--- config.mk ---
export PLATFORM = sky130hd
export DESIGN_NAME = paeg_front
export DESIGN_NICKNAME = d
export VERILOG_FILES = /design/src/design/paeg_pkg.sv /design/src/design/paeg_front.sv
export SDC_FILE = /design/constraint.sdc
export NUM_CORES = 1
export LEC_CHECK = 0
export ABC_CLOCK_PERIOD_IN_PS = 7010
export BUFFER_PORTS_ARGS = -buffer_cell sky130_fd_sc_hd__buf_2
export CORE_MARGIN = 3
export CORE_UTILIZATION = 40
export CTS_CLUSTER_DIAMETER = 100
export CTS_CLUSTER_SIZE = 8
export DETAILED_ROUTE_END_ITERATION = 8
export GPL_TIMING_DRIVEN = 0
export SKIP_CTS_REPAIR_TIMING = 1
export SLEW_MARGIN = 10
export SYNTH_ARGS = -nofsm -noshare
export SYNTH_HDL_FRONTEND = slang
export SYNTH_SLANG_ARGS = --single-unit
--- constraint.sdc ---
create_clock -name clock -period 7.01 [get_ports clock]
set_clock_uncertainty 0.05 [all_clocks]
set_input_delay 0.701 -clock clock [delete_from_list [all_inputs] [get_ports clock]]
set_output_delay 0.701 -clock clock [all_outputs]
set_load 0.005 [all_outputs]
--- src/design/paeg_pkg.sv ---
`timescale 1ns / 1ps
package paeg_pkg;
   localparam int NODE_W      = 12;
   localparam int CFG_NODE_W  = 13;
   localparam int EPN_W       = 4;
   localparam int WORD_W      = 32;
   localparam int STATUS_W    = 2;
   localparam int CSR_ADDR_W  = 4;
   localparam int CSR_DATA_W  = 32;

   localparam int DEF_MAX_NODES          = 4096;
   localparam int DEF_MAX_EDGES_PER_NODE = 8;
   localparam int DEF_TABLE_DEPTH        = 65536;

   localparam logic [1:0] REG_NODE_TOTAL     = 2'd0;
   localparam logic [1:0] REG_INITIAL_NODES  = 2'd1;
   localparam logic [1:0] REG_ATTACH_EDGES   = 2'd2;

   typedef enum logic [STATUS_W-1:0] {
      ST_OK,
      ST_BAD_CONFIG,
      ST_EMPTY_TABLE
   } status_type;

   typedef enum logic [1:0] {
      PH_IDLE,
      PH_RING,
      PH_ATTACH,
      PH_DONE
   } phase_type;

   typedef enum logic {
      OP_START,
      OP_STEP
   } op_type;

   typedef enum logic [2:0] {
      S_IDLE,
      S_RING2,
      S_MUL,
      S_RD,
      S_CMP,
      S_FILL
   } back_state_type;

   typedef struct packed {
      op_type              op;
      logic [WORD_W-1:0]   word;
   } item_type;

   typedef struct packed {
      logic [CFG_NODE_W-1:0] node_total;
      logic [CFG_NODE_W-1:0] initial_nodes;
      logic [EPN_W-1:0]      attach_edges;
   } cfg_type;
endpackage

--- src/design/paeg_front.sv ---
`timescale 1ns / 1ps
module paeg_front (
   input  logic                      clock,
   input  logic                      reset,
   input  logic                      req_valid,
   output logic                      req_stall,
   input  logic                      req_cmd,
   input  logic [paeg_pkg::WORD_W-1:0] req_random_word,
   output logic                      q_valid,
   output paeg_pkg::item_type        q_item,
   input  logic                      q_pop
);
   import paeg_pkg::*;

   item_type   head_ff, head_in, tail_ff, tail_in, incoming;
   logic [1:0] count_ff, count_in;
   logic       push;

   assign req_stall = (count_ff == 2'd2);
   assign push      = req_valid && !req_stall;
   assign q_valid   = (count_ff != 2'd0);
   assign q_item    = head_ff;

   always_comb begin
      incoming.op   = req_cmd ? OP_STEP : OP_START;
      incoming.word = req_random_word;
      head_in  = head_ff;
      tail_in  = tail_ff;
      count_in = count_ff;
      if (push && q_pop) begin
         if (count_ff == 2'd1) begin
            head_in = incoming;
         end else begin
            head_in = tail_ff;
            tail_in = incoming;
         end
      end else if (q_pop) begin
         head_in  = tail_ff;
         count_in = count_ff - 2'd1;
      end else if (push) begin
         if (count_ff == 2'd0) begin
            head_in = incoming;
         end else begin
            tail_in = incoming;
         end
         count_in = count_ff + 2'd1;
      end
   end

   always_ff @(posedge clock) begin
      head_ff <= head_in;
      tail_ff <= tail_in;
      if (reset) begin
         count_ff <= 2'd0;
      end else begin
         count_ff <= count_in;
      end
   end
endmodule

==> impl_metrics.tcl <==
set metrics [dict create \
    first_pass_grt_wire_length_um 11900 \
    placeableCoreArea_mm2 0.00793 \
    dpl.cell_count 419 \
    finalCritPeriodShare 0.415 \
    drive_gt1_frac 0.408 \
    synth_cells 241 \
    postSynthNetCount 283 \
    crit_slowest_cell "sky130_fd_sc_hd__a2111oi_2" \
    globalRouteMet1Util 0.204 \
    detail_route.drc_violations 0 \
    synth_common_cells "sky130_fd_sc_hd__edfxtp_1, sky130_fd_sc_hd__nand2b_1, sky130_fd_sc_hd__nand2_1, sky130_fd_sc_hd__nand4b_1, sky130_fd_sc_hd__o211ai_2" \
    numPortBuffers 70 \
    antennaDiodeCount 0 \
    detailroute.via_count 2264 \
    gp_congestion 0.715 \
    transition_time_of_the_tightest_slew_check_pin_ns 0.915 \
    wl_per_cell_um 16.5 \
    fillers 722 \
    critPathLaunch "count_ff[0]" \
    cts_made_buffers 9 \
    synth-edff-count 66 \
    relSlewSlack 0.389 \
    post-synth-top-area-cell "sky130_fd_sc_hd__edfxtp_1" \
    critPathLaunchType "register" \
    grt_antenna_before_repair 0 \
    clkLatencyLatePin_ns 0.34 \
    endpoint_kind "register" \
    critPathTopFamily "buffers and inverters" \
    ff2ff_path_depth 8 \
    rows 32 \
    drtIter0Drc 48 \
    rsz0062_at_grt "false" \
    synth_area_per_cell_um2 13.9 \
    critical_path.cell_chain "inv_1 -> ha_1 -> nand2b_1 -> ha_1 -> a2111oi_2 -> buf_4 -> buf_4 -> buf_2" \
    multi_input_comb_area_mm2 0.00116 \
    hpwlAfterDp_um 4970 \
    synth-async-reset-ratio 0 \
    chipHeight_um 97.4 \
    worst_slack_ns 4.10 \
    p_total_uw 1160 \
    total_standard_cell_area_after_synthesis_mm2 0.00334 \
    final_core_utilization 0.516 \
    synth.most_common_cell "sky130_fd_sc_hd__edfxtp_1" \
    grt_overflow_total 0 \
    status "finished, final reports clean" \
    floorplan.die_area_mm2 0.00949 \
    ys_dominant_reg_cell "sky130_fd_sc_hd__edfxtp_1" \
    grt_pass1_vias 2389 \
    timing.final.crit_period_ns 2.91 \
    worst-endpoint-arrival_ns 2.91 \
    timing_hold_violations_final 0 \
    cts_tree "built" \
    crit_path_max_fanout 9 \
    layout.nets 370 \
    global_route.usage.total 0.159 \
    synthDominantCellAreaShare 0.593 \
    layout-area-overhead-vs-synth_pct 22.3 \
    clkSinkCount 68 \
    cts_h_tree_lvls 3 \
    cts.root.buffer_cell "sky130_fd_sc_hd__clkbuf_8" \
    critical_path.reg2reg.endpoint "tail_ff[11]" \
    final_setup_viols 0 \
    synth.lib_cells_used.distinct 21 \
    route.detailed.vias_per_inst 5.20 \
    power.density_mw_per_mm2 285 \
    timing.critical_path.depth 8 \
    grt_max_degree 19 \
    synth_sequential_area_ratio 0.605 \
    detailedPlace.worstSlack_ns 4.00 \
    yosys-top-cells-area "sky130_fd_sc_hd__edfxtp_1, sky130_fd_sc_hd__o211ai_2, sky130_fd_sc_hd__nand4b_1, sky130_fd_sc_hd__nand2b_1, sky130_fd_sc_hd__nand2_1" \
    critical_path.reg2reg.startpoint "count_ff[0]" \
    gr-max-usage-layer "met2" \
    worst_setup_hold_path_clk_slew_ns 0.07 \
    synth.ff_latch_count 68 \
    critical_path_buf_inv_count 4 \
    floorplan.io_pins 72 \
    detail_route.wirelength_um 7190 \
    setup.worst_path.class "register to register" \
    globalRouteMet2Util 0.258 \
    critical_path_max_stage_delay_ns 0.71 \
    clock.fmax_ghz 0.343 \
    ctsLongestPathBuffers 2 \
    gr-usage-met3 0.0395 \
    sequential_cell_area_mm2 0.00202 \
    slew_viol_final 0 \
    stdcell_count 435 \
    max-cap-violations 0 \
    start_util 0.422 \
    worstHoldPathType "register to register" \
    power.leakage_uw 0.00158 \
    yosys_warnings 0 \
    critical_path_endpoint "tail_ff[11]" \
    first_pass_iters 4 \
    r2r_slack_ns 4.10 \
    detail-route-antenna-nets 0 \
    ir_worst_vdd_uv 101 \
    width_of_the_die_um 97.4 \
    crit_required_ns 7.01 \
]
==> worst register-to-register path: cells and delay by family, from the launching register on <==
kind / cells / cell delay (ns)
fa+ha+maj: 2 / 0.51
compound gates: 1 / 0.71
flops: 1 / 0.37
simple gates: 1 / 0.23
buf+inv: 4 / 0.75
==> logic make-up (layout without fill, tap and decap cells) <==
| family | after synthesis | in the layout | share of synthesized area |
|---|---|---|---|
| xor gates and xnor gates | 2 | 2 | 0.00524 |
| buffers and inverters | 26 | 118 | 0.0516 |
| DFF | 68 | 68 | 0.605 |
| and+or+nand+nor | 104 | 104 | 0.194 |
| adders and majority gates | 5 | 5 | 0.0187 |
| AOI/OAI and AO/OA | 36 | 36 | 0.126 |
==> how the worst min path moves through the flow <==
stage,slack [ns],startpoint,cells past startpoint,to
2_1_floorplan,0.44,count_ff[1],2,count_ff[1]
3_5_place_dp,0.46,count_ff[1],2,count_ff[1]
3_3_place_gp,0.45,count_ff[1],2,count_ff[1]
6_report,0.47,count_ff[1],2,count_ff[1]
5_1_grt,0.48,reset,2,count_ff[0]
4_1_cts,0.47,reset,2,count_ff[0]
==> through the flow <==
stage          TNS, ns  hold slack [ns]  area (um2)
2_1_floorplan        0            0.439        3340
3_3_place_gp    -19.19            0.453        3820
3_5_place_dp         0            0.460        3900
4_1_cts              0            0.468        4090
5_1_grt              0            0.479        4090
6_report             0            0.467        4090
==> registers in the layout (all words and copies together) (netlist names) <==
register,count
q_item,33
count_ff,2
tail_ff,33
==> final cells by class <==
cell class | instances | share of cell area
inverters | 4 | 0.00367
plain buffers | 22 | 0.0386
multi-input cells | 147 | 0.285
clock buffers | 9 | 0.0303
clock inverters | 7 | 0.0165
repair buffers | 76 | 0.100
flip-flops and latches | 68 | 0.494
well taps | 102 | 0.0312
==> report_power, final <==
group | total [uW] | switching (uW) | internal, uW
Clock | 314 | 151 | 162
Sequential | 557 | 17.7 | 539
Combinational | 293 | 163 | 131
Total | 1160 | 332 | 832
==> metal layers <==
metal / part of all wire / vias up / wire [um]
met5: 0 / - / 0
met2: 0.51 / 54 / 3650
met1: 0.44 / 1114 / 3130
met3: 0.042 / 10 / 300
li1: - / 1086 / -
met4: 0.015 / 0 / 111
==> cell usage in the layout (no fill, tap or decap), types with 2 or more instances in the layout <==
cell type                     n
sky130_fd_sc_hd__clkinv_2     3
sky130_fd_sc_hd__o211ai_1     3
sky130_fd_sc_hd__clkinvlp_4   3
sky130_fd_sc_hd__nor2_1       2
sky130_fd_sc_hd__buf_4        4
sky130_fd_sc_hd__ha_1         5
sky130_fd_sc_hd__buf_12       3
sky130_fd_sc_hd__dfxtp_1      2
sky130_fd_sc_hd__xnor2_1      2
sky130_fd_sc_hd__nand2_1     33
sky130_fd_sc_hd__clkbuf_1    10
sky130_fd_sc_hd__edfxtp_1    66
sky130_fd_sc_hd__o211ai_2    30
sky130_fd_sc_hd__inv_1        4
sky130_fd_sc_hd__nand4b_1    33
sky130_fd_sc_hd__buf_6        2
sky130_fd_sc_hd__nand2b_1    34
sky130_fd_sc_hd__buf_2       78
sky130_fd_sc_hd__clkbuf_8     9
(Power assumes the default switching activity.)
